### config.mk
export PLATFORM = sky130hd
export DESIGN_NAME = interrupt_table_entry_parser_flat
export DESIGN_NICKNAME = d
export VERILOG_FILES = /design/src/rtl/itep_pkg.sv /design/src/rtl/itep_ifs.sv /design/src/rtl/itep_front.sv /design/src/rtl/itep_queue.sv /design/src/rtl/itep_back.sv /design/src/rtl/interrupt_table_entry_parser.sv /design/src/flat_wrapper.sv
export VERILOG_INCLUDE_DIRS = /design/src /design/src/rtl
export SDC_FILE = /design/constraint.sdc
export NUM_CORES = 1
export LEC_CHECK = 0
export BUFFER_PORTS_ARGS = -buffer_cell sky130_fd_sc_hd__buf_2
export CAP_MARGIN = 30
export CELL_PAD_IN_SITES_DETAIL_PLACEMENT = 0
export CELL_PAD_IN_SITES_GLOBAL_PLACEMENT = 2
export CORE_MARGIN = 2
export CORE_UTILIZATION = 37
export CTS_CLUSTER_DIAMETER = 50
export DETAILED_ROUTE_END_ITERATION = 8
export PLACE_DENSITY = 0.73
export SKIP_CTS_REPAIR_TIMING = 1
export SLEW_MARGIN = 20
export SYNTH_ARGS = -nofsm -noshare
export SYNTH_HDL_FRONTEND = slang
export SYNTH_SLANG_ARGS = --single-unit
### constraint.sdc
create_clock -name clk_i -period 6.5 [get_ports clk_i]
set_input_delay 0.65 -clock clk_i [delete_from_list [all_inputs] [get_ports clk_i]]
set_output_delay 0.65 -clock clk_i [all_outputs]
set_load 0.01 [all_outputs]
### src/rtl/interrupt_table_entry_parser_assert.svh
// Assertion macros for the parser RTL.
`ifndef INTERRUPT_TABLE_ENTRY_PARSER_ASSERT_SVH
`define INTERRUPT_TABLE_ENTRY_PARSER_ASSERT_SVH

// Same-cycle implication.
`define ITEP_ASSERT_IMP(lbl, clk, rstn, ante, cons, msg) \
  lbl: assert property (@(posedge clk) disable iff (!rstn) (ante) |-> (cons)) \
    else $error(msg);

// Next-cycle implication.
`define ITEP_ASSERT_NXT(lbl, clk, rstn, ante, cons, msg) \
  lbl: assert property (@(posedge clk) disable iff (!rstn) (ante) |=> (cons)) \
    else $error(msg);

`endif

### src/rtl/itep_pkg.sv
package itep_pkg;

  typedef enum logic [2:0] {
    KIND_BASE = 3'd0,
    KIND_PROC = 3'd1,
    KIND_IOC  = 3'd2,
    KIND_OVR  = 3'd3,
    KIND_END  = 3'd4
  } kind_e;

  localparam logic [7:0] ENTRY_PROC = 8'd0;
  localparam logic [7:0] ENTRY_IOC  = 8'd1;
  localparam logic [7:0] ENTRY_OVR  = 8'd2;

  localparam int LenFirst  = 4;
  localparam int LenLast   = 7;
  localparam int BaseFirst = 36;
  localparam int BaseLast  = 39;
  localparam int WalkStart = 44;
  localparam int MinEntry  = 2;
  localparam int CapBytes  = 12;

  localparam int MaxProcessorsDef    = 64;
  localparam int MaxIoControllersDef = 16;
  localparam int MaxOverridesDef     = 32;

  localparam int QDepth = 4;
  localparam int PtrW   = $clog2(QDepth);
  localparam int LvlW   = $clog2(QDepth + 1);

  typedef logic [CapBytes-1:0][7:0] cap_t;

  typedef struct packed {
    kind_e      kind;
    logic [5:0] slot;
    logic       malformed;
    logic       last;
    cap_t       cap;
  } qrec_t;

  typedef struct packed {
    logic [1:0]      cnt;
    qrec_t [1:0]     rec;
  } push_t;

  typedef struct packed {
    logic [LvlW-1:0] level;
    logic            ready;
    logic            nonempty;
  } qstat_t;

endpackage

### src/rtl/itep_ifs.sv
interface itep_byte_if import itep_pkg::*; ();
  logic       valid;
  logic       ready;
  logic [7:0] table_byte;
  logic       start_of_table;

  modport source (output valid, table_byte, start_of_table, input ready);
  modport sink (input valid, table_byte, start_of_table, output ready);
endinterface

interface itep_rec_if import itep_pkg::*; ();
  logic        valid;
  logic        ready;
  logic [2:0]  record_kind;
  logic [5:0]  slot;
  logic [7:0]  first_id;
  logic [7:0]  second_id;
  logic [31:0] first_word;
  logic [31:0] second_word;
  logic [15:0] override_flags;
  logic        malformed;
  logic        last;

  modport source (output valid, record_kind, slot, first_id, second_id, first_word,
                  second_word, override_flags, malformed, last, input ready);
  modport sink (input valid, record_kind, slot, first_id, second_id, first_word,
                second_word, override_flags, malformed, last, output ready);
endinterface

### src/rtl/itep_front.sv
module itep_front import itep_pkg::*; #(
  parameter int MaxProcessors    = MaxProcessorsDef,
  parameter int MaxIoControllers = MaxIoControllersDef,
  parameter int MaxOverrides     = MaxOverridesDef
) (
  input  logic        clk_i,
  input  logic        rst_ni,
  itep_byte_if.sink   table_i,
  input  qstat_t      qstat_i,
  output push_t       push_o
);

  localparam int CntPW = $clog2(MaxProcessors + 1);
  localparam int CntIW = $clog2(MaxIoControllers + 1);
  localparam int CntOW = $clog2(MaxOverrides + 1);

  logic [31:0]      pos_q, pos_d, pos_e;
  logic [31:0]      len_q, len_d, len_e;
  logic [7:0]       off_q, off_d, off_e;
  logic [7:0]       typ_q, typ_d, typ_e;
  logic [7:0]       elen_q, elen_d, elen_e;
  cap_t             cap_q, cap_d, cap_e;
  logic [CntPW-1:0] pcnt_q, pcnt_d, pcnt_e;
  logic [CntIW-1:0] icnt_q, icnt_d, icnt_e;
  logic [CntOW-1:0] ocnt_q, ocnt_d, ocnt_e;
  logic             stop_q, stop_d, stop_e;

  logic       acc, start;
  logic [7:0] b, body;
  logic       base_v, ent_v, end_v, bad, fin;
  kind_e      ent_kind;
  logic [5:0] ent_slot;
  qrec_t      base_rec, ent_rec, end_rec;

  assign table_i.ready = qstat_i.ready;
  assign acc   = table_i.valid & table_i.ready;
  assign start = table_i.start_of_table;
  assign b     = table_i.table_byte;

  always_comb begin
    // start_of_table wipes the state before this word is taken
    pos_e  = start ? '0 : pos_q;
    len_e  = start ? '0 : len_q;
    off_e  = start ? '0 : off_q;
    typ_e  = start ? '0 : typ_q;
    elen_e = start ? '0 : elen_q;
    cap_e  = start ? '0 : cap_q;
    pcnt_e = start ? '0 : pcnt_q;
    icnt_e = start ? '0 : icnt_q;
    ocnt_e = start ? '0 : ocnt_q;
    stop_e = start ? 1'b0 : stop_q;
  end

  always_comb begin
    pos_d  = pos_q;
    len_d  = len_q;
    off_d  = off_q;
    typ_d  = typ_q;
    elen_d = elen_q;
    cap_d  = cap_q;
    pcnt_d = pcnt_q;
    icnt_d = icnt_q;
    ocnt_d = ocnt_q;
    stop_d = stop_q;
    base_v   = 1'b0;
    ent_v    = 1'b0;
    end_v    = 1'b0;
    bad      = 1'b0;
    fin      = 1'b0;
    ent_kind = KIND_PROC;
    ent_slot = '0;
    body     = off_e - 8'd2;
    if (acc) begin
      pos_d  = pos_e;
      len_d  = len_e;
      off_d  = off_e;
      typ_d  = typ_e;
      elen_d = elen_e;
      cap_d  = cap_e;
      pcnt_d = pcnt_e;
      icnt_d = icnt_e;
      ocnt_d = ocnt_e;
      stop_d = stop_e;
      if (!stop_e) begin
        pos_d = pos_e + 32'd1;
        if (pos_e >= 32'(LenFirst) && pos_e <= 32'(LenLast)) begin
          len_d[{pos_e[1:0], 3'b000} +: 8] = b;
        end
        if (pos_e >= 32'(BaseFirst) && pos_e <= 32'(BaseLast)) begin
          cap_d[{2'b00, pos_e[1:0]}] = b;
        end
        if (pos_e == 32'(BaseLast)) begin
          base_v = 1'b1;
        end
        // no room for even one entry header
        if (pos_e == 32'(WalkStart - 1)) begin
          if (34'(WalkStart + MinEntry) > {2'b00, len_e}) begin
            end_v  = 1'b1;
            stop_d = 1'b1;
          end
        end
        if (pos_e >= 32'(WalkStart)) begin
          if (off_e == 8'd0) begin
            typ_d = b;
            cap_d = '0;
            off_d = 8'd1;
          end else if (off_e == 8'd1) begin
            elen_d = b;
            if (b < 8'(MinEntry) ||
                ({1'b0, pos_e} - 33'd1 + {25'd0, b}) > {1'b0, len_e}) begin
              end_v  = 1'b1;
              bad    = 1'b1;
              stop_d = 1'b1;
            end else if (b == 8'(MinEntry)) begin
              fin = 1'b1;
            end else begin
              off_d = 8'd2;
            end
          end else begin
            if (body < 8'(CapBytes)) begin
              cap_d[body[3:0]] = b;
            end
            if (({1'b0, off_e} + 9'd1) >= {1'b0, elen_e}) begin
              fin = 1'b1;
            end else begin
              off_d = off_e + 8'd1;
            end
          end
        end
        if (fin) begin
          off_d = 8'd0;
          case (typ_e)
            ENTRY_PROC: begin
              if (pcnt_e < CntPW'(MaxProcessors)) begin
                ent_v    = 1'b1;
                ent_kind = KIND_PROC;
                ent_slot = 6'(pcnt_e);
                pcnt_d   = pcnt_e + CntPW'(1);
              end
            end
            ENTRY_IOC: begin
              if (icnt_e < CntIW'(MaxIoControllers)) begin
                ent_v    = 1'b1;
                ent_kind = KIND_IOC;
                ent_slot = 6'(icnt_e);
                icnt_d   = icnt_e + CntIW'(1);
              end
            end
            ENTRY_OVR: begin
              if (ocnt_e < CntOW'(MaxOverrides)) begin
                ent_v    = 1'b1;
                ent_kind = KIND_OVR;
                ent_slot = 6'(ocnt_e);
                ocnt_d   = ocnt_e + CntOW'(1);
              end
            end
            default: ;
          endcase
          if (({2'b00, pos_e} + 34'd1 + 34'(MinEntry)) > {2'b00, len_e}) begin
            end_v  = 1'b1;
            stop_d = 1'b1;
          end
        end
      end
    end
  end

  always_comb begin
    base_rec = '{kind: KIND_BASE, slot: '0, malformed: 1'b0, last: 1'b0, cap: cap_d};
    ent_rec  = '{kind: ent_kind, slot: ent_slot, malformed: 1'b0, last: 1'b0, cap: cap_d};
    end_rec  = '{kind: KIND_END, slot: '0, malformed: bad, last: 1'b1, cap: cap_d};
    push_o.cnt    = 2'({1'b0, base_v} + {1'b0, ent_v} + {1'b0, end_v});
    push_o.rec[1] = end_rec;
    if (base_v) begin
      push_o.rec[0] = base_rec;
    end else if (ent_v) begin
      push_o.rec[0] = ent_rec;
    end else begin
      push_o.rec[0] = end_rec;
    end
    push_o.rec[0].last = (push_o.cnt == 2'd1);
  end

  always_ff @(posedge clk_i or negedge rst_ni) begin
    if (!rst_ni) begin
      pos_q  <= '0;
      len_q  <= '0;
      off_q  <= '0;
      typ_q  <= '0;
      elen_q <= '0;
      cap_q  <= '0;
      pcnt_q <= '0;
      icnt_q <= '0;
      ocnt_q <= '0;
      stop_q <= 1'b0;
    end else begin
      pos_q  <= pos_d;
      len_q  <= len_d;
      off_q  <= off_d;
      typ_q  <= typ_d;
      elen_q <= elen_d;
      cap_q  <= cap_d;
      pcnt_q <= pcnt_d;
      icnt_q <= icnt_d;
      ocnt_q <= ocnt_d;
      stop_q <= stop_d;
    end
  end

endmodule

### src/rtl/itep_queue.sv
module itep_queue import itep_pkg::*; (
  input  logic   clk_i,
  input  logic   rst_ni,
  input  push_t  push_i,
  input  logic   pop_i,
  output qrec_t  head_o,
  output qstat_t qstat_o
);

  qrec_t [QDepth-1:0] mem_q;
  logic [PtrW-1:0]    wp_q, wp_d, rp_q, rp_d, wp_nx;
  logic [LvlW-1:0]    lvl_q, lvl_d;
  logic               pop;

  assign pop   = pop_i & (lvl_q != '0);
  assign wp_nx = wp_q + PtrW'(1);
  assign head_o = mem_q[rp_q];

  always_comb begin
    wp_d  = wp_q + PtrW'(push_i.cnt);
    rp_d  = pop ? rp_q + PtrW'(1) : rp_q;
    lvl_d = lvl_q + LvlW'(push_i.cnt) - LvlW'(pop);
    // keep room for the two records one word can raise
    qstat_o.level    = lvl_q;
    qstat_o.ready    = (lvl_q <= LvlW'(QDepth - 2));
    qstat_o.nonempty = (lvl_q != '0);
  end

  always_ff @(posedge clk_i) begin
    if (push_i.cnt != 2'd0) begin
      mem_q[wp_q] <= push_i.rec[0];
    end
    if (push_i.cnt == 2'd2) begin
      mem_q[wp_nx] <= push_i.rec[1];
    end
  end

  always_ff @(posedge clk_i or negedge rst_ni) begin
    if (!rst_ni) begin
      wp_q  <= '0;
      rp_q  <= '0;
      lvl_q <= '0;
    end else begin
      wp_q  <= wp_d;
      rp_q  <= rp_d;
      lvl_q <= lvl_d;
    end
  end

endmodule

### src/rtl/itep_back.sv
module itep_back import itep_pkg::*; (
  input  logic        clk_i,
  input  logic        rst_ni,
  input  qrec_t       head_i,
  input  qstat_t      qstat_i,
  output logic        pop_o,
  itep_rec_if.source  record_o
);

  logic        vld_q, vld_d, take;
  logic [2:0]  kind_q, kind_d;
  logic [5:0]  slot_q, slot_d;
  logic [7:0]  id1_q, id1_d, id2_q, id2_d;
  logic [31:0] w1_q, w1_d, w2_q, w2_d;
  logic [15:0] fl_q, fl_d;
  logic        bad_q, bad_d, last_q, last_d;
  logic [31:0] word0, word2, word6;

  assign take  = !vld_q || record_o.ready;
  assign pop_o = take & qstat_i.nonempty;

  assign word0 = {head_i.cap[3], head_i.cap[2], head_i.cap[1], head_i.cap[0]};
  assign word2 = {head_i.cap[5], head_i.cap[4], head_i.cap[3], head_i.cap[2]};
  assign word6 = {head_i.cap[9], head_i.cap[8], head_i.cap[7], head_i.cap[6]};

  always_comb begin
    vld_d  = vld_q;
    kind_d = kind_q;
    slot_d = slot_q;
    id1_d  = id1_q;
    id2_d  = id2_q;
    w1_d   = w1_q;
    w2_d   = w2_q;
    fl_d   = fl_q;
    bad_d  = bad_q;
    last_d = last_q;
    if (take) begin
      vld_d  = qstat_i.nonempty;
      kind_d = head_i.kind;
      slot_d = head_i.slot;
      last_d = head_i.last;
      id1_d  = '0;
      id2_d  = '0;
      w1_d   = '0;
      w2_d   = '0;
      fl_d   = '0;
      bad_d  = 1'b0;
      case (head_i.kind)
        KIND_BASE: w1_d = word0;
        KIND_PROC: begin
          id1_d = head_i.cap[0];
          id2_d = head_i.cap[1];
          w1_d  = word2;
        end
        KIND_IOC: begin
          id1_d = head_i.cap[0];
          w1_d  = word2;
          w2_d  = word6;
        end
        KIND_OVR: begin
          id1_d = head_i.cap[0];
          id2_d = head_i.cap[1];
          w1_d  = word2;
          fl_d  = {head_i.cap[7], head_i.cap[6]};
        end
        KIND_END: bad_d = head_i.malformed;
        default: ;
      endcase
    end
  end

  assign record_o.valid          = vld_q;
  assign record_o.record_kind    = kind_q;
  assign record_o.slot           = slot_q;
  assign record_o.first_id       = id1_q;
  assign record_o.second_id      = id2_q;
  assign record_o.first_word     = w1_q;
  assign record_o.second_word    = w2_q;
  assign record_o.override_flags = fl_q;
  assign record_o.malformed      = bad_q;
  assign record_o.last           = last_q;

  always_ff @(posedge clk_i or negedge rst_ni) begin
    if (!rst_ni) begin
      vld_q <= 1'b0;
    end else begin
      vld_q <= vld_d;
    end
  end

  always_ff @(posedge clk_i) begin
    kind_q <= kind_d;
    slot_q <= slot_d;
    id1_q  <= id1_d;
    id2_q  <= id2_d;
    w1_q   <= w1_d;
    w2_q   <= w2_d;
    fl_q   <= fl_d;
    bad_q  <= bad_d;
    last_q <= last_d;
  end

endmodule

### src/rtl/interrupt_table_entry_parser.sv
// Channel    Dir  Word                                   Handshake
// table_i    in   table_byte, start_of_table             valid/ready
// record_o   out  kind, slot, ids, words, flags, malformed, last  valid/ready
//
// One table byte per cycle; ready drops only while the record queue has fewer
// than two free places. Records leave one per cycle while the receiver is ready,
// passing through the queue and then an output register.
// Reset clears all parse state and the queue; start_of_table restarts a table.
// Either side may stall freely; the four-place queue parts the two sides.
`include "interrupt_table_entry_parser_assert.svh"

module interrupt_table_entry_parser import itep_pkg::*; #(
  parameter int MaxProcessors    = MaxProcessorsDef,
  parameter int MaxIoControllers = MaxIoControllersDef,
  parameter int MaxOverrides     = MaxOverridesDef
) (
  input  logic       clk_i,
  input  logic       rst_ni,
  itep_byte_if.sink  table_i,
  itep_rec_if.source record_o
);

  push_t  push;
  qstat_t qstat;
  qrec_t  head;
  logic   pop;
  logic   push_end;

  itep_front #(
    .MaxProcessors    (MaxProcessors),
    .MaxIoControllers (MaxIoControllers),
    .MaxOverrides     (MaxOverrides)
  ) u_front (
    .clk_i   (clk_i),
    .rst_ni  (rst_ni),
    .table_i (table_i),
    .qstat_i (qstat),
    .push_o  (push)
  );

  itep_queue u_queue (
    .clk_i   (clk_i),
    .rst_ni  (rst_ni),
    .push_i  (push),
    .pop_i   (pop),
    .head_o  (head),
    .qstat_o (qstat)
  );

  itep_back u_back (
    .clk_i    (clk_i),
    .rst_ni   (rst_ni),
    .head_i   (head),
    .qstat_i  (qstat),
    .pop_o    (pop),
    .record_o (record_o)
  );

  assign push_end = (push.cnt == 2'd2) ||
                    (push.cnt == 2'd1 && push.rec[0].kind == KIND_END);

  `ITEP_ASSERT_IMP(a_queue_bound, clk_i, rst_ni, 1'b1, qstat.level <= LvlW'(QDepth), "queue overfilled")
  `ITEP_ASSERT_IMP(a_pair_order, clk_i, rst_ni, push.cnt == 2'd2, push.rec[1].kind == KIND_END && push.rec[1].last && !push.rec[0].last, "bad record pair")
  `ITEP_ASSERT_NXT(a_quiet_after_end, clk_i, rst_ni, push_end, !(table_i.valid && table_i.ready && !table_i.start_of_table && push.cnt != 2'd0), "record after end")

endmodule

### src/flat_wrapper.sv
// flat-port wrapper written by rule: the top's interface ports become plain ports
module interrupt_table_entry_parser_flat import itep_pkg::*;
#(
  parameter int MaxProcessors    = MaxProcessorsDef,
  parameter int MaxIoControllers = MaxIoControllersDef,
  parameter int MaxOverrides     = MaxOverridesDef
)
  (clk_i, rst_ni, table_i_valid, table_i_table_byte, table_i_start_of_table, table_i_ready, record_o_valid, record_o_record_kind, record_o_slot, record_o_first_id, record_o_second_id, record_o_first_word, record_o_second_word, record_o_override_flags, record_o_malformed, record_o_last, record_o_ready);
  itep_byte_if table_i_i ();
  itep_rec_if record_o_i ();
  input  logic clk_i;
  input  logic rst_ni;
  input wire logic [$bits(table_i_i.valid)-1:0] table_i_valid;
  input wire logic [$bits(table_i_i.table_byte)-1:0] table_i_table_byte;
  input wire logic [$bits(table_i_i.start_of_table)-1:0] table_i_start_of_table;
  output wire logic [$bits(table_i_i.ready)-1:0] table_i_ready;
  output wire logic [$bits(record_o_i.valid)-1:0] record_o_valid;
  output wire logic [$bits(record_o_i.record_kind)-1:0] record_o_record_kind;
  output wire logic [$bits(record_o_i.slot)-1:0] record_o_slot;
  output wire logic [$bits(record_o_i.first_id)-1:0] record_o_first_id;
  output wire logic [$bits(record_o_i.second_id)-1:0] record_o_second_id;
  output wire logic [$bits(record_o_i.first_word)-1:0] record_o_first_word;
  output wire logic [$bits(record_o_i.second_word)-1:0] record_o_second_word;
  output wire logic [$bits(record_o_i.override_flags)-1:0] record_o_override_flags;
  output wire logic [$bits(record_o_i.malformed)-1:0] record_o_malformed;
  output wire logic [$bits(record_o_i.last)-1:0] record_o_last;
  input wire logic [$bits(record_o_i.ready)-1:0] record_o_ready;
  assign table_i_i.valid = table_i_valid;
  assign table_i_i.table_byte = table_i_table_byte;
  assign table_i_i.start_of_table = table_i_start_of_table;
  assign table_i_ready = table_i_i.ready;
  assign record_o_valid = record_o_i.valid;
  assign record_o_record_kind = record_o_i.record_kind;
  assign record_o_slot = record_o_i.slot;
  assign record_o_first_id = record_o_i.first_id;
  assign record_o_second_id = record_o_i.second_id;
  assign record_o_first_word = record_o_i.first_word;
  assign record_o_second_word = record_o_i.second_word;
  assign record_o_override_flags = record_o_i.override_flags;
  assign record_o_malformed = record_o_i.malformed;
  assign record_o_last = record_o_i.last;
  assign record_o_i.ready = record_o_ready;
  interrupt_table_entry_parser #(.MaxProcessors(MaxProcessors), .MaxIoControllers(MaxIoControllers), .MaxOverrides(MaxOverrides)) u_core (.clk_i(clk_i), .rst_ni(rst_ni), .table_i(table_i_i), .record_o(record_o_i));
endmodule
==> After elaboration in Yosys (flattened, before gate mapping) <==
Cells that the tools add are included.
{ "op_classes": {"n_addsub": 19, "magnitude_cmp": 24, "n_eq_ne": 12, "shift": 2, "mux": 117, "bitwise": 3, "reduce_logical": 16} }
{ "op_table": {"columns": ["operator", "n"], "rows": [
  ["$mux W96", 10],
  ["$bwmux W428", 2],
  ["$mux W428", 2],
  ["$mux W107", 5],
  ["$demux W107 S2", 2],
  ["$bmux W107 S2", 1],
  ["$bwmux W96", 2],
  ["$mux W32", 5],
  ["$mux W8", 20],
  ["$eq A32 B6 Y1 const B", 2],
  ["$ge A32 B6 Y1 const B", 2],
  ["$pmux W32 S2", 1],
  ["$mux W6", 10],
  ["$mux W1", 35],
  ["$mux W7", 5],
  ["$add A33 B2 Y34 const B", 1],
  ["$gt A34 B32 Y1", 1],
  ["$add A32 B1 Y33 const B", 1],
  ["$add A33 B8 Y33", 1],
  ["$gt A33 B32 Y1", 1],
  ["$sub A32 B1 Y33 const B", 1],
  ["$add A32 B1 Y32 const B", 1],
  ["$bwmux W32", 1],
  ["$demux W8 S4", 1],
  ["other kinds (54)", 80]
]} }
{ "totals": {"ff_bits": 746, "in_bits": 13, "out_inout_bits": 109, "elab_cells": 291} }

==> Logic depth before layout (Yosys ltp) <==
{ "logic_depth": {"ltp_word": 22, "depth_mapped": 42, "depth_no_buf": 33} }

==> Cells and area by module <==
A second synthesis with hierarchy kept.
{ "unflattened": {"cells_unflattened": 4557, "hier_area_um2": 41075.6} }
{ "modules_own_cells": {"columns": ["mod", "n_inst", "cells_per_inst", "area_per_inst_um2", "seq_area_each_um2"], "rows": [
  ["itep_queue", 1, 2453, 21140.3, 8743.4],
  ["itep_front", 1, 1803, 15522.4, 5079.9],
  ["itep_back", 1, 301, 4413.0, 3238.1]
]} }

==> Worst setup path before layout <==
No wires, ideal clock.
{ "synth_timing": {"path_kind": "input to register", "from": "input port table_i_start_of_table", "to": "register u_core.u_queue.mem_q[218] in the netlist's numbering", "setup_ps": 134, "arrival_time_ps": 8930, "t_required_ps": 6366, "setup_slack_ps": -2565, "stages": 39, "n_path_buf": 9, "cell_sequence": "buf_2 -> inv_1 -> clkbuf_1 -> clkbuf_1 -> clkbuf_1 -> clkbuf_1 -> clkbuf_1 -> nand2_1 -> ha_1 -> inv_1 -> ha_1 -> inv_1 -> fa_1 -> nor2b_1 -> o31a_1 -> o21ai_0 -> a2111oi_0 -> o41ai_1 -> [3 not listed] -> xnor2_1 -> ha_1 -> a2111oi_0 -> o21ai_0 -> a211oi_1 -> o21ai_0 -> a221oi_1 -> a41o_1 -> buf_2 -> o211ai_1 -> a21oi_1 -> fa_1 -> o21ai_0 -> nand2_1 -> o21ai_1 -> clkbuf_1 -> clkbuf_1 -> a21oi_1"} }
{ "synth_between": {"elab_chain_cells": 22, "word_cells_on_any_way": 94, "classes_between": "add/sub (8); order compare (15); eq/ne (6); mux (58); reduce/logical (7)"} }
{ "synth_lines": {"columns": ["item", "line_no", "rtl"], "rows": [
  ["start, declared", "flat_wrapper.sv:15", "input wire logic [$bits(table_i_i.start_of_table)-1:0] table_i_start_of_table;"],
  ["branches (longest 21 deep; another with $sub A32 B1 Y33)", null, null],
  ["$mux W428 (*)", "itep_queue.sv:33", "if (push_i.cnt == 2'd2) begin"],
  ["end signal, assigned by index", "itep_queue.sv:31", "mem_q[wp_q] <= push_i.rec[0];"],
  ["end signal, assigned by index", "itep_queue.sv:34", "mem_q[wp_nx] <= push_i.rec[1];"],
  ["end, declared", "itep_queue.sv:10", "qrec_t [QDepth-1:0] mem_q;"]
]} }
Mark *: on every way between the ends. The select of a mux whose other input is x is not followed.
A chain may end at the register's enable or synchronous reset.

==> Final worst setup path <==
{ "layout_timing": {"from": "register u_core.u_front.pos_q[1]", "to": "register u_core.u_queue.mem_q[58] in the netlist's numbering"} }
{ "layout_between": {"elab_chain_cells": 20, "word_cells_on_any_way": 55, "classes_between": "add/sub (6); order compare (5); eq/ne (3); mux (38); reduce/logical (3)"} }
{ "layout_lines": {"columns": ["item", "line_no", "rtl"], "rows": [
  ["start, declared", "itep_front.sv:17", "logic [31:0] pos_q, pos_d, pos_e;"],
  ["start signal, assigned", "itep_front.sv:197", "pos_q <= pos_d;"],
  ["$mux W32 (*)", "itep_front.sv:42", "pos_e = start ? '0 : pos_q;"],
  ["$sub A32 B1 Y33", "itep_front.sv:110", "({1'b0, pos_e} - 33'd1 + {25'd0, b}) > {1'b0, len_e}) begin"],
  ["$add A33 B8 Y33", "itep_front.sv:110", null],
  ["$gt A33 B32 Y1", "itep_front.sv:110", null],
  ["$logic_or A1 B1 Y1", "itep_front.sv:109", "if (b < 8'(MinEntry) ||"],
  ["$mux W1", "itep_front.sv:109", null],
  ["$mux W1", "itep_front.sv:107", "end else if (off_e == 8'd1) begin"],
  ["$mux W1", "itep_front.sv:103", "if (off_e == 8'd0) begin"],
  ["[4 not listed]", null, null],
  ["$mux W1", "itep_front.sv:84", "if (!stop_e) begin"],
  ["$mux W1", "itep_front.sv:73", "if (acc) begin"],
  ["$add A1 B1 Y2", "itep_front.sv:172", "push_o.cnt = 2'({1'b0, base_v} + {1'b0, ent_v} + {1'b0, end_v});"],
  ["$add A2 B1 Y2", "itep_front.sv:172", null],
  ["$reduce_bool A2 Y1", "itep_queue.sv:30", "if (push_i.cnt != 2'd0) begin"],
  ["$mux W428", "itep_queue.sv:30", null],
  ["$bwmux W428", "itep_queue.sv:34", null],
  ["$mux W428 (*)", "itep_queue.sv:33", null]
]} }
Mark *: on every way between the ends. The rest lies on a longest branch, timed or not. The select of a mux whose other input is x is not followed.

==> impl_metrics.tcl <==
set metrics [dict create \
    outcome "complete, but fails checks" \
    violations "negative setup slack" \
    gr-total-overflow 0 \
    ys_seq_area_frac 0.479 \
    synthCells 3200 \
    hpwl_um 73100 \
    hp-class "input pin to asynchronous set/reset pin" \
    drt-wirelength-per-cell_um 22.8 \
    layout_setup_ws_ns -0.369 \
    cts_tree "built" \
    antennaDiodeCount 0 \
    core_area_um2 86300 \
    cpMaxStageDelayCell "fa_2" \
    die-area_um2 89200 \
    cts_root_buffer "clkbuf_16" \
    tightest_slew_ns 0.944 \
    gr-usage-all-layers 0.228 \
    drcViolationCount 0 \
    clk_latency_ns 0.66 \
    post-place-ws_ns -1.21 \
    crit_required_ns 7.08 \
    wl_met3_um 5100 \
    antenna_found_initial 2 \
    cts_made_buffers 90 \
    start_kind "flip-flop" \
    avgSynthCellArea_um2 10.0 \
    wl_met1_um 50900 \
    synth-seq-cells 666 \
    cp_max_fo 8 \
    path_buf_inv 9 \
    cellPowerDensity_nw_per_um2 267 \
    clkSlewWorstSetupHoldPaths_ns 0.06 \
    drv_slew 0 \
    drt_wl_total_um 111000 \
    end_kind "flip-flop" \
    finalPower_uw 11300 \
    hold_viol_final 0 \
    ir_worst_vdd_mv 0.176 \
    netlist_area_um2 32100 \
    yosysWarnings 0 \
    syn_nets 3386 \
    fmax_mhz 146 \
    drt-initial-drc-count 1845 \
    cp.arrival_ns 7.45 \
    p_leak_uw 0.0182 \
    grt_pass1_wl_um 157000 \
    path_class "flip-flop to flip-flop" \
    synth_largest_area_cell "dfxtp_1" \
    ctsHtreeMaxLevel 3 \
    netlist-cell-type-count 94 \
    max_cap_viol_count 0 \
    setup_tns_ns -81.96 \
    io_pins 122 \
    vias 26100 \
    syn_to_final_growth_pct 31.9 \
    rows 108 \
    path_delay_family "compound AO/OA/AOI/OAI gates" \
    initial_core_util 0.372 \
    grt_pass1_vias 25700 \
    finalClockSkew_ns 0.0329 \
    cts.sinks 666 \
    max_slew_margin 0.370 \
    drive_gt1_frac 0.310 \
    synthArstFlopShare 0.293 \
    period_share 1.06 \
    ant_nets 0 \
    grt_max_degree 107 \
    die_x_um 299 \
    routed.top_layer "met4" \
    first_pass_iters 6 \
    min_period_ns 6.87 \
    clock_path_buffers 3 \
    setup_violations 361 \
    synth.area.top_cells "dfxtp_1 23%, dfrtp_1 15%, edfxtp_1 10%" \
    synth_edf_count 107 \
    wl_met2_um 51800 \
    synth.top_cell.area_share 0.227 \
    avgViaCountPerCell 5.38 \
    gp_congestion 0.893 \
    crit_path_max_incr_delay_ns 0.52 \
    nNetsFinal 3814 \
    die_h_um 299 \
    numPortBuffers 121 \
    ys.flop_type "dfxtp_1" \
    rsz0062_at_grt "true" \
]
## flip-flops by register name, summed over array words and instances (netlist names)
name                                   cells
u_core.u_back.record_o.first_id            8
u_core.u_back.record_o.first_word         32
u_core.u_back.record_o.last                1
u_core.u_back.record_o.malformed           1
u_core.u_back.record_o.override_flags     16
u_core.u_back.record_o.record_kind         3
u_core.u_back.record_o.second_id           8
u_core.u_back.record_o.second_word        32
u_core.u_back.record_o.slot                6
u_core.u_back.record_o.valid               1
u_core.u_front.cap_q                      80
u_core.u_front.elen_q                      8
u_core.u_front.icnt_q                      5
u_core.u_front.len_q                      32
u_core.u_front.ocnt_q                      6
u_core.u_front.off_q                       8
u_core.u_front.pcnt_q                      7
u_core.u_front.pos_q                      32
u_core.u_front.stop_q                      1
u_core.u_front.typ_q                       8
u_core.u_queue.lvl_q                       3
u_core.u_queue.mem_q                     364
u_core.u_queue.rp_q                        2
u_core.u_queue.wp_q                        2
## cell families after synthesis
logic type	share of synthesized area
buffers and inverters	0.0422
DFF	0.479
muxes	0.0892
and+or+nand+nor	0.143
xor gates and xnor gates	0.0289
adders and majority gates	0.0681
AOI/OAI and AO/OA	0.150
## final timing paths
path	start	end	slack, ns	depth (start not counted)
worst max-delay path	u_core.u_front.pos_q[1]$_DFFE_PN0P_	u_core.u_queue.mem_q[58]$_DFF_P_	-0.37	37
worst min-delay path	rst_ni	u_core.u_queue.lvl_q[2]$_DFF_PN0_	0.06	1
worst max register to register	u_core.u_front.pos_q[1]$_DFFE_PN0P_	u_core.u_queue.mem_q[58]$_DFF_P_	-0.37	37
worst min register to register	u_core.u_queue.mem_q[392]$_DFF_P_	u_core.u_queue.mem_q[392]$_DFF_P_	0.45	2
max in group asynchronous	rst_ni	u_core.u_front.len_q[20]$_DFFE_PN0P_	5.10	2
min in group clk_i	u_core.u_queue.mem_q[392]$_DFF_P_	u_core.u_queue.mem_q[392]$_DFF_P_	0.45	2
## Yosys cell counts, types with 7 or more instances
master,count
nand2_1,454
dfxtp_1,364
nor2_1,240
a21oi_1,232
dfrtp_1,195
o21ai_0,174
ha_1,170
inv_1,165
clkbuf_1,147
edfxtp_1,107
mux4_2,91
mux2_2,68
xnor2_1,66
and2_1,62
a22o_1,51
nand3_1,45
a22oi_1,42
xor2_1,40
nand4_1,37
nor2b_1,36
and3_1,32
a32oi_1,27
nor3_1,27
buf_1,22
a32o_1,19
o41ai_1,19
a21o_1,18
nor4_1,17
o21ai_2,16
buf_2,14
nand2b_1,12
o31ai_1,12
o211ai_1,11
o21a_1,9
a31oi_1,8
a211oi_1,7
a31o_2,7
and4_1,7
nor4b_1,7
o21ai_1,7
## through the flow
| stage | cell area [µm²] | cells | util | hold slack (ns) |
|---|---|---|---|---|
| floorplan | 32800 | 3200 | - | 0.354 |
| global placement | 36500 | 4616 | 0.422 | 0.425 |
| detailed placement | 36500 | 4618 | 0.423 | 0.436 |
| CTS | 39700 | 4787 | 0.460 | 0.120 |
| global route | 42400 | 4860 | 0.491 | 0.138 |
| finish | 42400 | 4860 | 0.491 | 0.0650 |
## layout make-up
type | count | area (µm²)
clock buffer | 120 | 2500
clock inverter | 49 | 687
fill | 7858 | 44000
inverter | 165 | 629
multi-input combinational | 2182 | 17000
sequential | 666 | 15400
tap | 1155 | 1450
timing repair buffer | 523 | 4770
## where the power goes
| group | total [µW] | switching, µW | internal [µW] |
|---|---|---|---|
| clock network | 5210 | 1970 | 3250 |
| logic | 1620 | 993 | 627 |
| registers | 4510 | 165 | 4340 |
| total | 11300 | 3130 | 8220 |
## routing by layer
metal,vias up,GRT usage
met3,142,0.0356
met4,0,0.0695
met1,13100,0.315
met5,-,0
li1,12300,-
met2,678,0.368
## layout by cell type, fill, tap and decap left out, types with 29 or more instances in the layout
cell and count:
nor2_4 65, xnor2_1 65, nor2b_1 29, xor2_1 38, a21oi_2 88, a22o_1 51
nand3_1 44, and2_1 59, a21oi_1 141, ha_1 154, dfxtp_1 364, nor2_2 34
nand2_1 443, dfrtp_1 192, inv_1 156, o21ai_0 163, buf_2 120, nand4_1 37
clkbuf_16 120, buf_4 309, and3_1 32, mux4_2 91, mux2_2 43, edfxtp_1 107
nor2_1 143, buf_12 32, a22oi_1 41
Note: power is estimated with default switching activity, not from simulation.
